$ cat config.mk
export PLATFORM = sky130hd
export DESIGN_NAME = image_header_size_probe_top
export DESIGN_NICKNAME = d
export VERILOG_FILES = /design/src/design/ihsp_pkg.sv /design/src/design/image_header_size_probe_top.sv /design/src/design/ihsp_parser.sv
export SDC_FILE = /design/constraint.sdc
export NUM_CORES = 1
export LEC_CHECK = 0
export ABC_AREA = 1
export BUFFER_PORTS_ARGS = -buffer_cell sky130_fd_sc_hd__buf_4
export CAP_MARGIN = 25
export CORE_MARGIN = 8
export CORE_UTILIZATION = 30
export CTS_CLUSTER_DIAMETER = 60
export DETAILED_ROUTE_END_ITERATION = 16
export PLACE_DENSITY = 0.5
export SETUP_SLACK_MARGIN = 0.5
export SYNTH_ARGS = -nofsm -noshare
export SYNTH_HDL_FRONTEND = slang
export SYNTH_SLANG_ARGS = --single-unit
$ cat constraint.sdc
create_clock -name clk_i -period 4.6 [get_ports clk_i]
set_input_delay 0.69 -clock clk_i [delete_from_list [all_inputs] [get_ports clk_i]]
set_output_delay 0.69 -clock clk_i [all_outputs]
set_load 0.005 [all_outputs]
$ cat src/design/ihsp_pkg.sv
// ----------------------------------------------------------------------------
// ihsp_pkg: shared types and constants for the image header size probe
// Format codes, result record, and the signature byte tables.
// ----------------------------------------------------------------------------
package ihsp_pkg;

  typedef enum logic [1:0] {
    FmtNone = 2'd0,
    FmtWebp = 2'd1,
    FmtPng  = 2'd2,
    FmtJpeg = 2'd3
  } fmt_e;

  typedef struct packed {
    fmt_e        fmt;
    logic [31:0] width;
    logic [31:0] height;
  } result_t;

  localparam logic [7:0] JpegMarker = 8'hFF;
  localparam logic [7:0] JpegSoi    = 8'hD8;
  localparam logic [7:0] SofFirst   = 8'hC0;
  localparam logic [7:0] SofLast    = 8'hC3;

  localparam int unsigned PosBits = 5;
  localparam logic [PosBits-1:0] PosSat       = 5'd24;
  localparam logic [PosBits-1:0] MinFileBytes = 5'd12;
  localparam logic [PosBits-1:0] PngSigEnd    = 5'd8;
  localparam logic [PosBits-1:0] RiffEnd      = 5'd4;
  localparam logic [PosBits-1:0] WebpFirst    = 5'd8;
  localparam logic [PosBits-1:0] PngDimsFirst = 5'd16;
  localparam logic [PosBits-1:0] WalkFirst    = 5'd2;

  function automatic logic [7:0] png_sig_byte(input logic [2:0] idx);
    logic [7:0] r;
    case (idx)
      3'd0:    r = 8'h89;
      3'd1:    r = 8'h50;
      3'd2:    r = 8'h4E;
      3'd3:    r = 8'h47;
      3'd4:    r = 8'h0D;
      3'd5:    r = 8'h0A;
      3'd6:    r = 8'h1A;
      default: r = 8'h0A;
    endcase
    return r;
  endfunction

  function automatic logic [7:0] riff_byte(input logic [1:0] idx);
    logic [7:0] r;
    case (idx)
      2'd0:    r = 8'h52;
      2'd1:    r = 8'h49;
      default: r = 8'h46;
    endcase
    return r;
  endfunction

  function automatic logic [7:0] webp_byte(input logic [1:0] idx);
    logic [7:0] r;
    case (idx)
      2'd0:    r = 8'h57;
      2'd1:    r = 8'h45;
      2'd2:    r = 8'h42;
      default: r = 8'h50;
    endcase
    return r;
  endfunction

endpackage

$ cat src/design/image_header_size_probe_top.sv
// ----------------------------------------------------------------------------
// image_header_size_probe_top: image format and pixel size probe
// Streams an image file one byte per beat and reports its format and size.
// ----------------------------------------------------------------------------
// Input channel: one file byte per beat with first/last marks (in_valid_i,
// in_stall_o). A first mark restarts the parse; after a last mark the next
// byte starts a new file even without a first mark.
// Output channel: one result beat per file, issued for the last byte
// (out_valid_o, out_stall_i): format, width and height.
// Result path: the last byte is taken into the input register, then the parse
// logic feeds the result register that presents the result beat.
// Throughput: one byte per cycle while out_stall_i holds no result, including
// back-to-back files; the parse state is updated from the registered byte.
// Stall: while a result is held by out_stall_i, the whole pipe holds and
// in_stall_o is high; nothing is dropped.
// Reset: clears the input and result valid flags and puts the parser in its
// cleared state, waiting for byte 0 of a file.
// ----------------------------------------------------------------------------
module image_header_size_probe_top import ihsp_pkg::*; (
  input  logic        clk_i,
  input  logic        rst_ni,
  input  logic        in_valid_i,
  output logic        in_stall_o,
  input  logic [7:0]  data_byte_i,
  input  logic        first_byte_i,
  input  logic        last_byte_i,
  output logic        out_valid_o,
  input  logic        out_stall_i,
  output logic [1:0]  image_format_o,
  output logic [31:0] pixel_width_o,
  output logic [31:0] pixel_height_o
);

  logic       advance;
  logic       in_valid_q;
  logic [7:0] byte_q;
  logic       first_q;
  logic       last_q;
  logic       out_valid_q;
  result_t    result;
  result_t    result_q;

  assign advance    = !(out_valid_q && out_stall_i);
  assign in_stall_o = !advance;

  always_ff @(posedge clk_i or negedge rst_ni) begin
    if (!rst_ni) begin
      in_valid_q  <= 1'b0;
      out_valid_q <= 1'b0;
    end else if (advance) begin
      in_valid_q  <= in_valid_i;
      out_valid_q <= in_valid_q && last_q;
    end
  end

  always_ff @(posedge clk_i) begin
    if (advance) begin
      byte_q   <= data_byte_i;
      first_q  <= first_byte_i;
      last_q   <= last_byte_i;
      result_q <= result;
    end
  end

  ihsp_parser u_parser (
    .clk_i        (clk_i),
    .rst_ni       (rst_ni),
    .en_i         (advance && in_valid_q),
    .data_byte_i  (byte_q),
    .first_byte_i (first_q),
    .last_byte_i  (last_q),
    .result_o     (result)
  );

  assign out_valid_o    = out_valid_q;
  assign image_format_o = result_q.fmt;
  assign pixel_width_o  = result_q.width;
  assign pixel_height_o = result_q.height;

  // a held result beat keeps its payload
  assert property (@(posedge clk_i) disable iff (!rst_ni)
    out_valid_o && out_stall_i |=> out_valid_o && $stable(result_q))
    else $error("held result changed");

  // input only stalls behind a stalled result
  assert property (@(posedge clk_i) disable iff (!rst_ni)
    in_stall_o |-> out_valid_o && out_stall_i)
    else $error("input stalled without output backpressure");

  // formats without a probed size report zero
  assert property (@(posedge clk_i) disable iff (!rst_ni)
    out_valid_o && (result_q.fmt == FmtNone || result_q.fmt == FmtWebp)
      |-> pixel_width_o == 32'd0 && pixel_height_o == 32'd0)
    else $error("size reported for unsized format");

  // JPEG sizes come from 16-bit fields
  assert property (@(posedge clk_i) disable iff (!rst_ni)
    out_valid_o && result_q.fmt == FmtJpeg
      |-> pixel_width_o[31:16] == 16'd0 && pixel_height_o[31:16] == 16'd0)
    else $error("JPEG size exceeds 16 bits");

  // a result beat rises only after a last byte held in the input register
  assert property (@(posedge clk_i) disable iff (!rst_ni)
    $rose(out_valid_o) |-> $past(in_valid_q && last_q))
    else $error("result without a last byte");

endmodule

$ cat src/design/ihsp_parser.sv
// ----------------------------------------------------------------------------
// ihsp_parser: per-byte header parser
// Holds the signature checks, PNG size bytes and the JPEG marker walk; updates
// them for one byte per enabled cycle and presents the result of a last byte.
// ----------------------------------------------------------------------------
module ihsp_parser import ihsp_pkg::*; (
  input  logic          clk_i,
  input  logic          rst_ni,
  input  logic          en_i,
  input  logic [7:0]    data_byte_i,
  input  logic          first_byte_i,
  input  logic          last_byte_i,
  output result_t       result_o
);

  localparam logic [2:0] PhMark0   = 3'd0;
  localparam logic [2:0] PhMark1   = 3'd1;
  localparam logic [2:0] PhLenHi   = 3'd2;
  localparam logic [2:0] PhLenLo   = 3'd3;
  localparam logic [2:0] PhSkip    = 3'd4;
  localparam logic [2:0] PhSofSkip = 3'd5;
  localparam logic [2:0] PhDims    = 3'd6;
  localparam logic [2:0] PhGot     = 3'd7;

  logic [PosBits-1:0] pos_q, pos_d;
  logic               png_ok_q, png_ok_d;
  logic               webp_ok_q, webp_ok_d;
  logic               jpeg_ok_q, jpeg_ok_d;
  logic [63:0]        png_dims_q, png_dims_d;
  logic [2:0]         phase_q, phase_d;
  logic [15:0]        skip_q, skip_d;
  logic [7:0]         len_hi_q, len_hi_d;
  logic [31:0]        jpeg_dims_q, jpeg_dims_d;
  logic               walk_done_q, walk_done_d;

  always_comb begin
    logic [PosBits-1:0] pos;
    logic [15:0]        len;
    logic [7:0]         b;
    b   = data_byte_i;
    len = {len_hi_q, b};

    // a first mark restarts from the cleared state
    pos         = first_byte_i ? '0 : pos_q;
    png_ok_d    = first_byte_i ? 1'b1 : png_ok_q;
    webp_ok_d   = first_byte_i ? 1'b1 : webp_ok_q;
    jpeg_ok_d   = first_byte_i ? 1'b1 : jpeg_ok_q;
    png_dims_d  = first_byte_i ? '0 : png_dims_q;
    phase_d     = first_byte_i ? PhMark0 : phase_q;
    skip_d      = first_byte_i ? '0 : skip_q;
    len_hi_d    = first_byte_i ? '0 : len_hi_q;
    jpeg_dims_d = first_byte_i ? '0 : jpeg_dims_q;
    walk_done_d = first_byte_i ? 1'b0 : walk_done_q;
    len         = {len_hi_d, b};

    if (pos < PngSigEnd && b != png_sig_byte(pos[2:0])) png_ok_d = 1'b0;
    if (pos < RiffEnd && b != riff_byte(pos[1:0])) webp_ok_d = 1'b0;
    if (pos >= WebpFirst && pos < MinFileBytes && b != webp_byte(pos[1:0]))
      webp_ok_d = 1'b0;
    if (pos == 5'd0 && b != JpegMarker) jpeg_ok_d = 1'b0;
    if (pos == 5'd1 && b != JpegSoi) jpeg_ok_d = 1'b0;
    if (pos >= PngDimsFirst && pos < PosSat) png_dims_d = {png_dims_d[55:0], b};

    if (pos >= WalkFirst && !walk_done_d) begin
      unique case (phase_d)
        PhMark0: begin
          if (b != JpegMarker) begin
            walk_done_d = 1'b1;
            jpeg_dims_d = '0;
          end else begin
            phase_d = PhMark1;
          end
        end
        PhMark1: begin
          if (b >= SofFirst && b <= SofLast) begin
            skip_d  = 16'd3;
            phase_d = PhSofSkip;
          end else begin
            phase_d = PhLenHi;
          end
        end
        PhLenHi: begin
          len_hi_d = b;
          phase_d  = PhLenLo;
        end
        PhLenLo: begin
          if (len < 16'd2) begin
            // bad segment length: stop without a size
            walk_done_d = 1'b1;
            phase_d     = PhMark0;
            jpeg_dims_d = '0;
          end else begin
            skip_d  = len - 16'd2;
            phase_d = (len != 16'd2) ? PhSkip : PhMark0;
          end
        end
        PhSkip: begin
          skip_d = skip_d - 16'd1;
          if (skip_d == 16'd0) phase_d = PhMark0;
        end
        PhSofSkip: begin
          skip_d = skip_d - 16'd1;
          if (skip_d == 16'd0) begin
            skip_d  = 16'd4;
            phase_d = PhDims;
          end
        end
        PhDims: begin
          jpeg_dims_d = {jpeg_dims_d[23:0], b};
          skip_d      = skip_d - 16'd1;
          if (skip_d == 16'd0) begin
            phase_d     = PhGot;
            walk_done_d = 1'b1;
          end
        end
        PhGot: walk_done_d = 1'b1;
      endcase
    end

    pos_d = (pos < PosSat) ? pos + 5'd1 : pos;

    result_o = '{fmt: FmtNone, width: '0, height: '0};
    if (pos_d >= MinFileBytes) begin
      if (webp_ok_d) begin
        result_o.fmt = FmtWebp;
      end else if (png_ok_d) begin
        result_o.fmt = FmtPng;
        if (pos_d >= PosSat) begin
          result_o.width  = png_dims_d[63:32];
          result_o.height = png_dims_d[31:0];
        end
      end else if (jpeg_ok_d) begin
        result_o.fmt = FmtJpeg;
        if (phase_d == PhGot) begin
          result_o.height = {16'd0, jpeg_dims_d[31:16]};
          result_o.width  = {16'd0, jpeg_dims_d[15:0]};
        end
      end
    end

    // the file is done: next byte starts fresh
    if (last_byte_i) begin
      pos_d       = '0;
      png_ok_d    = 1'b1;
      webp_ok_d   = 1'b1;
      jpeg_ok_d   = 1'b1;
      png_dims_d  = '0;
      phase_d     = PhMark0;
      skip_d      = '0;
      len_hi_d    = '0;
      jpeg_dims_d = '0;
      walk_done_d = 1'b0;
    end
  end

  always_ff @(posedge clk_i or negedge rst_ni) begin
    if (!rst_ni) begin
      pos_q       <= '0;
      png_ok_q    <= 1'b1;
      webp_ok_q   <= 1'b1;
      jpeg_ok_q   <= 1'b1;
      png_dims_q  <= '0;
      phase_q     <= PhMark0;
      skip_q      <= '0;
      len_hi_q    <= '0;
      jpeg_dims_q <= '0;
      walk_done_q <= 1'b0;
    end else if (en_i) begin
      pos_q       <= pos_d;
      png_ok_q    <= png_ok_d;
      webp_ok_q   <= webp_ok_d;
      jpeg_ok_q   <= jpeg_ok_d;
      png_dims_q  <= png_dims_d;
      phase_q     <= phase_d;
      skip_q      <= skip_d;
      len_hi_q    <= len_hi_d;
      jpeg_dims_q <= jpeg_dims_d;
      walk_done_q <= walk_done_d;
    end
  end

endmodule

==> metrics, run 1 <==
status completed; FMAX 0.268 GHz; via count 10500; Internal Power 3700 µW; Worst Setup End Kind register; Slowest-stage cell, CP nor2_4; leakage 0.00594 µW; DR pass1 iterations 6; IO Port Bufs 81; chip height 213 µm; largest net degree at the start of global routing 110; Max-Cap Viols 0; min Tclk post-route 3.74 ns; FP Rows 72; switching part of the total power 29.4%; worst-skew pair later-pin latency 0.58 ns; clk root buf clkbuf_16; Pwr Density 380 nW/µm²; initial antenna violation count 0; final setup fails 0; Tcrit/Tclk final 81.2%; combinational group share of total power 15.7%; RSZ-0062 raised after global routing no; switching pwr 1540 µW; synthesis-stage register bit count 210; Total GRT Usage 16.8%; Arr. time, crit path 4.16 ns; buffers and inverters on the worst path 2; Clock Tree Buf Depth 3; Total Wirelength 38.8 mm; Final Skew 0.0288 ns; fin nets 1561; CTS Buf Count 28; Hold Path Class in -> async; setup TNS 0 ns; clock network fraction of total power 44.1%; final hold vios 0; DRC violations left 0; clock-pin transition on the worst setup and hold timing paths 0.06 ns; DRT iter0 DRCs 839; I/O pin cnt 82; Avg WL per Cell 18.7 µm; area grow syn2layout 17.9%; crit-path max FO 35; Slew @ Worst Pin 1.01 ns; ANT cells 0; clock sink count 210; Detail Route Antenna Nets 0; full die area 45500 µm²; global route overflow 0; Critical Path Max Stage Delay 0.42 ns; post-route insts no fill 2078; vias in the first global route 10300; via/cell ratio 5.03; yosys warns 0; CP Launch Type register; Rel. slew slack 31.9%; crit-path leading delay family simple AND/OR/NAND/NOR gates; TritonCTS clock tree done; sequential fraction of the synthesis area 48.2%; # fillers 4107; first-pass GRT wire length 60.6 mm; post-synth net total 1518; EDFF count, synth 76; most frequent cells in the layout 286 x nand2_1, 189 x inv_1, 174 x o21ai_0; kind of critical path reg -> reg; mean post-synth cell area 7.82 µm²; Distinct cells, synth 47; ys async rst share 63.8%; most common cell after layout, fill and taps aside nand2_1; max-slew violation count 0; layout cells sized above 1 11.7%; synthesized instance count 1495; Critical Path RT 5.02 ns; core area 38600 µm²; Top FF cell, synth dfrtp_1; Initial Util 30.3%; worst vdd ir 0.000221 V; routability-driven placement congestion ratio 0.918; dpl hpwl 25.3 mm; H-tree Lvls 1; Cells after DPL 2024; netlist area before placement 11700 µm²; Die X 213 µm; Seq pwr share 40.3%; worst-path cell chain buf_4, nor2_1, inv_2, ha_1, nand3_1, nor2_2, nand2_1, nand2_1, nor2_1, nand2_1, nor2_1, nand3_1, nand2_1, nand3_1, nand2_2, nor2_4, nand3_1, a21oi_1
-- cells in the mapped netlist, types with 2 or more instances --
| master | number | area share (%) |
|---|---|---|
| o211ai_1 | 6 | 0.39 |
| a21oi_1 | 61 | 2.6 |
| a21boi_0 | 2 | 0.13 |
| o31ai_1 | 3 | 0.19 |
| nand3b_1 | 3 | 0.19 |
| edfxtp_1 | 76 | 20 |
| nor2_2 | 2 | 0.11 |
| inv_1 | 191 | 6.1 |
| nand2_1 | 287 | 9.2 |
| o21ai_2 | 3 | 0.22 |
| xnor2_1 | 2 | 0.15 |
| buf_1 | 5 | 0.16 |
| ha_1 | 9 | 0.96 |
| a22o_1 | 2 | 0.15 |
| o22ai_1 | 59 | 3.2 |
| o21ai_0 | 174 | 7.4 |
| o21ai_1 | 15 | 0.64 |
| nand3_1 | 97 | 4.2 |
| nor3_2 | 2 | 0.17 |
| o221ai_1 | 2 | 0.15 |
| clkbuf_1 | 65 | 2.1 |
| a22oi_1 | 29 | 1.9 |
| buf_6 | 6 | 0.58 |
| buf_2 | 16 | 0.68 |
| o32ai_1 | 2 | 0.15 |
| nor3_1 | 10 | 0.43 |
| dfstp_2 | 3 | 0.67 |
| xor2_1 | 18 | 1.3 |
| o2111ai_1 | 6 | 0.45 |
| a32oi_1 | 8 | 0.60 |
| nor2_1 | 161 | 5.2 |
| dfrtp_1 | 131 | 28 |
| a31oi_1 | 2 | 0.11 |
| nor4_1 | 6 | 0.32 |
| nand2_2 | 4 | 0.21 |
| inv_2 | 9 | 0.29 |
| nand4_1 | 8 | 0.43 |
-- stage by stage --
step / worst slack [ns] / area, µm² / hold WS [ns] / util (%) / power [µW]
after floorplan: 0.670 / 11700 / 0.394 / - / 2610
after global placement: 0.763 / 12700 / 0.469 / 33.1 / 2960
after detailed placement: 0.723 / 12700 / 0.474 / 33.1 / 2950
after CTS: 0.699 / 13700 / 0.205 / 35.7 / 5290
after global routing: 0.560 / 13800 / 0.191 / 35.8 / 5480
final: 0.865 / 13800 / 0.149 / 35.8 / 5240
-- flip-flops by register name, indices dropped and copies added (netlist names) --
signal / cells
u_parser.png_ok_q: 1
u_parser.skip_q: 16
out_valid_o: 1
u_parser.jpeg_ok_q: 1
u_parser.png_dims_q: 64
in_valid_q: 1
u_parser.jpeg_dims_q: 32
first_q: 1
u_parser.phase_q: 3
pixel_height_o: 32
u_parser.len_hi_q: 8
u_parser.walk_done_q: 1
u_parser.pos_q: 5
byte_q: 8
last_q: 1
image_format_o: 2
pixel_width_o: 32
u_parser.webp_ok_q: 1
-- layer usage --
| layer | up-vias | global-route usage, % | part of all wire, % |
|---|---|---|---|
| met1 | 4978 | 23.6 | 46 |
| met4 | 0 | 4.85 | 2.1 |
| met3 | 45 | 2.73 | 6.8 |
| met5 | - | 0 | 0 |
| li1 | 5105 | - | - |
| met2 | 331 | 26.4 | 46 |
-- power by group through the flow --
| stage | Combinational, µW | Clock [µW] | Sequential, µW |
|---|---|---|---|
| after floorplan | 497 | 0 | 2120 |
| after global placement | 815 | 0 | 2140 |
| after detailed placement | 810 | 0 | 2140 |
| after CTS | 811 | 2370 | 2110 |
| after global routing | 909 | 2450 | 2120 |
| final | 821 | 2310 | 2110 |
-- worst reg2reg max path, cell delays in order (launching register included) --
cell and delay, ns:
edfxtp_1 0.39, buf_4 0.39, nor2_1 0.20, inv_2 0.17, ha_1 0.34, nand3_1 0.21
nor2_2 0.20, nand2_1 0.07, nand2_1 0.13, nor2_1 0.05, nand2_1 0.06, nor2_1 0.04
nand3_1 0.16, nand2_1 0.16, nand3_1 0.14, nand2_2 0.15, nor2_4 0.43, nand3_1 0.15
a21oi_1 0.17
-- kinds of logic (layout without fill, tap and decap cells) --
logic type	Yosys count	count (layout)	synth area share [%]
simple gates	585	586	20.8
fa+ha+maj	9	9	0.963
buf+inv	293	357	9.96
flops	210	210	48.2
compound gates	378	378	18.5
xor+xnor	20	20	1.50
-- area by class of cell --
class,instances,area [µm²],share of cell area (%)
Sequential cell,210,5640,40.9
Multi-Input combinational cell,993,4930,35.8
Timing Repair Buffer,104,810,5.87
Clock buffer,38,788,5.72
Inverter,201,759,5.51
Tap cell,518,648,4.70
Clock inverter,14,211,1.53
-- worst paths after layout --
path                                                           start                                   end  slack (ns)  cells past startpoint
worst max-delay path                               first_q$_DFFE_PN_       pixel_width_o[14]$_SDFFCE_PP0N_        0.86                     18
worst min-delay path                                          rst_ni        u_parser.skip_q[3]$_DFFE_PN0P_        0.15                      1
worst max register to register                     first_q$_DFFE_PN_       pixel_width_o[14]$_SDFFCE_PP0N_        0.86                     18
worst min register to register  u_parser.jpeg_dims_q[26]$_DFFE_PN0P_  u_parser.jpeg_dims_q[26]$_DFFE_PN0P_        0.49                      2
max in group asynchronous                                     rst_ni    u_parser.png_dims_q[1]$_DFFE_PN0P_        3.44                      2
min in group clk_i                                    data_byte_i[5]                   byte_q[5]$_DFFE_PN_        0.29                      1
-- repair_timing --
action / 4_1_cts / 5_1_grt
endpoints found under the hold margin: 0 / 0
resized for setup: 0 / 5
hold buffers: 0 / 0
setup buffers: 0 / 1
endpoints found under the setup margin: 0 / 64
Note: power is estimated with default switching activity, not from simulation.
==> run 2, diff against run 1 <==
--- a/config.mk
+++ b/config.mk
@@ -5,14 +5,14 @@
 export SDC_FILE = /design/constraint.sdc
 export NUM_CORES = 1
 export LEC_CHECK = 0
-export ABC_AREA = 1
+export ABC_AREA = 0
 export BUFFER_PORTS_ARGS = -buffer_cell sky130_fd_sc_hd__buf_4
 export CAP_MARGIN = 25
 export CORE_MARGIN = 8
 export CORE_UTILIZATION = 30
 export CTS_CLUSTER_DIAMETER = 60
 export DETAILED_ROUTE_END_ITERATION = 16
-export PLACE_DENSITY = 0.5
+export PLACE_DENSITY = 0.52
 export SETUP_SLACK_MARGIN = 0.5
 export SYNTH_ARGS = -nofsm -noshare
 export SYNTH_HDL_FRONTEND = slang
==> constraint.sdc (replaced) <==
create_clock -name clk_i -period 3.35 [get_ports clk_i]
set_input_delay 0.5025 -clock clk_i [delete_from_list [all_inputs] [get_ports clk_i]]
set_output_delay 0.5025 -clock clk_i [all_outputs]
set_load 0.005 [all_outputs]
==> run 2 against run 1 <==
- the flow now finishes with violations (setup timing)
- wire length up 8.2%
- worst hold slack got worse by 0.016 ns
- final cell count is 11% lower
- critical endpoint unchanged
- via count increased by 0.88%
- first-iteration DRC count is 28% higher
- non-clock buffer count increased by 107
- power increased by 28%
- worst setup slack got worse by 0.90 ns
- sequential cell count is the same
- design area increased by 11%
- die area about the same
==> metrics, run 2 <==
DRC violations left 0; worst-skew pair later-pin latency 0.55 ns; min Tclk post-route 3.38 ns; DRT iter0 DRCs 1076; ANT cells 0; Largest Register u_parser.png_dims_q; hold depth 1; core area 38600 µm²; CTS Buf Count 25; Avg WL per Cell 22.7 µm; buffers and inverters on the worst path 1; Pwr Density 438 nW/µm²; crit-path leading delay family simple AND/OR/NAND/NOR gates; Max-Cap Viols 0; DR pass1 iterations 6; via count 10600; Worst Setup End Kind register; Final Skew 0.0200 ns; hold path startpoint last_byte_i; leakage 0.00575 µW; worst vdd ir 0.000369 V; status complete, but fails checks; most common cell after layout, fill and taps aside buf_4; cell taking the most area after synthesis dfrtp_1; global route overflow 0; fin nets 1333; initial antenna violation count 0; most instantiated library cell after synthesis a22oi_1; critical path depth 11; Largest register FFs 64; Critical Path RT 3.71 ns; cell depth of the worst flop-to-flop path 11; Slowest-stage cell, CP a2111o_2; synthesized instance count 1190; routability-driven placement congestion ratio 0.887; sequential fraction of the synthesis area 48.2%; area grow syn2layout 30.4%; Slew @ Worst Pin 0.758 ns; Total GRT Usage 18.0%; dpl hpwl 26.6 mm; clock-pin transition on the worst setup and hold timing paths 0.06 ns; Area contributors post-synth dfrtp_1 28%, edfxtp_1 20%, a22oi_1 10%; vias in the first global route 10200; Top FF cell, synth dfrtp_1; Hold Path Class in -> reg; full die area 45600 µm²; worst-path cell chain nand2_4, ha_4, or3b_4, or3_4, a32oi_2, nor2b_4, and4_4, o31ai_2, a2111o_2, buf_12, o32ai_2; Die X 213 µm; Initial Util 30.3%; chip height 213 µm; first-pass GRT wire length 64.6 mm; H-tree Lvls 1; synthesis-stage register bit count 210; layout cells sized above 1 29.8%; # fillers 3819; IO Port Bufs 81; clk root buf clkbuf_16; ys async rst share 63.8%; final hold vios 0; CP Launch Type register; Reg-to-Reg End pixel_width_o[14]$_SDFFCE_PP0N_; TritonCTS clock tree done; Seq pwr share 42.7%; mean post-synth cell area 9.83 µm²; area of the multi-input gates 6120 µm²; setup ws final -0.0335 ns; Tcrit/Tclk final 101%; clock network fraction of total power 43.2%; switching part of the total power 27.3%; Post-synth top cells 163 x a22oi_1, 131 x dfrtp_1, 127 x nand2_1, 111 x o21ai_0, 97 x clkbuf_1; Yosys top cell area share 28.0%; EDFF count, synth 76; yosys warns 0; failing checks setup timing; Arr. time, crit path 3.74 ns; Detail Route Antenna Nets 0; FP Rows 72; Internal Power 4870 µW; Total Wirelength 42.0 mm; FMAX 0.296 GHz; via/cell ratio 5.71; kind of critical path reg -> reg; combinational group share of total power 14.2%; Rel. slew slack 49.5%; Critical Path Max Stage Delay 0.51 ns; clock sink count 210; Distinct cells, synth 80; R2R Setup Slk -0.03 ns; largest net degree at the start of global routing 80; post-synth net total 1213; crit-path max FO 21; switching pwr 1820 µW; I/O pin cnt 82; Clock Tree Buf Depth 3; Post-Route Utilization 39.6%; most frequent cells in the layout 181 x buf_4, 162 x a22oi_1, 129 x dfrtp_1; Min-Delay Endpoint last_q$_DFFE_PN_; setup TNS -0.0985 ns; max-slew violation count 0; final setup fails 7; RR Startpoint u_parser.skip_q[1]$_DFFE_PN0P_; RSZ-0062 raised after global routing yes; netlist area before placement 11700 µm²; Reg area 5640 µm²
[run 2: changes by cell type in the layout (fill, tap and decap cells not counted), sizes merged, moves of 21 or more]
| cell | before | now |
|---|---|---|
| nor2 | 165 | 91 |
| nand2 | 291 | 128 |
| inv | 201 | 16 |
| o22ai | 59 | 4 |
| o21ai | 192 | 113 |
| a21oi | 61 | 40 |
| o32ai | 2 | 37 |
| a22oi | 29 | 163 |
| a22o | 2 | 43 |
| buf | 104 | 210 |
| nand3 | 98 | 15 |
[run 2: metrics by stage]
stage / cell area, µm² / hold slack, ns / worst slack, ns / power (µW) / std cells
3_3_place_gp: 13500 / 0.475 / -0.0785 / 3800 / 1774
6_report: 15300 / 0.133 / -0.0335 / 6690 / 1847
3_5_place_dp: 13500 / 0.480 / -0.132 / 3800 / 1774
4_1_cts: 14900 / 0.114 / 0.0113 / 6720 / 1842
2_1_floorplan: 11800 / 0.207 / -0.256 / 3320 / 1190
5_1_grt: 15300 / 0.112 / -0.165 / 6930 / 1847
[run 2: how the worst max path moves through the flow]
stage                                        start                               end
floorplan                        first_q$_DFFE_PN_    pixel_width_o[4]$_SDFFCE_PP0N_
global placement                 first_q$_DFFE_PN_   pixel_height_o[0]$_SDFFCE_PP0N_
detailed placement               first_q$_DFFE_PN_  pixel_height_o[14]$_SDFFCE_PP0N_
CTS                              first_q$_DFFE_PN_   pixel_width_o[14]$_SDFFCE_PP0N_
global route                     first_q$_DFFE_PN_   pixel_width_o[12]$_SDFFCE_PP0N_
finish              u_parser.skip_q[1]$_DFFE_PN0P_   pixel_width_o[14]$_SDFFCE_PP0N_
[run 2: power groups by stage]
stage          Sequential (µW)  Clock (µW)  Combinational (µW)
3_5_place_dp              2900           0                 895
6_report                  2850        2890                 948
3_3_place_gp              2900           0                 892
2_1_floorplan             2880           0                 446
4_1_cts                   2860        2940                 926
5_1_grt                   2860        3040                1030
[run 2: cells by family after synthesis]
group | after synthesis | synth area share (%)
compound gates | 479 | 30.7
xor+xnor | 17 | 1.27
fa+ha+maj | 9 | 0.962
buf+inv | 134 | 4.74
flops | 210 | 48.2
mux | 4 | 0.353
simple gates | 337 | 13.8
[run 2: what timing repair did]
action,4_1_cts,5_1_grt
hold buffers,1,0
gates cloned,6,0
pin swaps,8,13
gates resized for setup,72,55
buffers inserted,15,5
setup endpoints to repair,114,114
endpoints found under the hold margin,37,0
[run 2: per-layer routing]
metal  GRT usage, %  vias up  wire length, µm  share of wire [%]
met3           2.47       48             2580                6.1
met5              0        -                0                  0
met4           4.02        0              658                1.6
met1           27.2     5348            20100                 48
met2           26.9      347            18700                 45
li1               -     4808                -                  -
[run 2: cell type report]
class / count / share of cell area [%]
sequential: 210 / 37.0
tap: 518 / 4.25
inverter: 16 / 0.410
timing repair buffer: 211 / 12.6
clock inverter: 12 / 1.00
multi-input combinational: 846 / 40.1
clock buffer: 34 / 4.72
[run 2: worst register-to-register path: stages (launching register included)]
cell,delay [ns]
dfrtp_2,0.44
nand2_4,0.09
ha_4,0.13
or3b_4,0.39
or3_4,0.39
a32oi_2,0.22
nor2b_4,0.19
and4_4,0.29
o31ai_2,0.10
a2111o_2,0.51
buf_12,0.20
o32ai_2,0.23
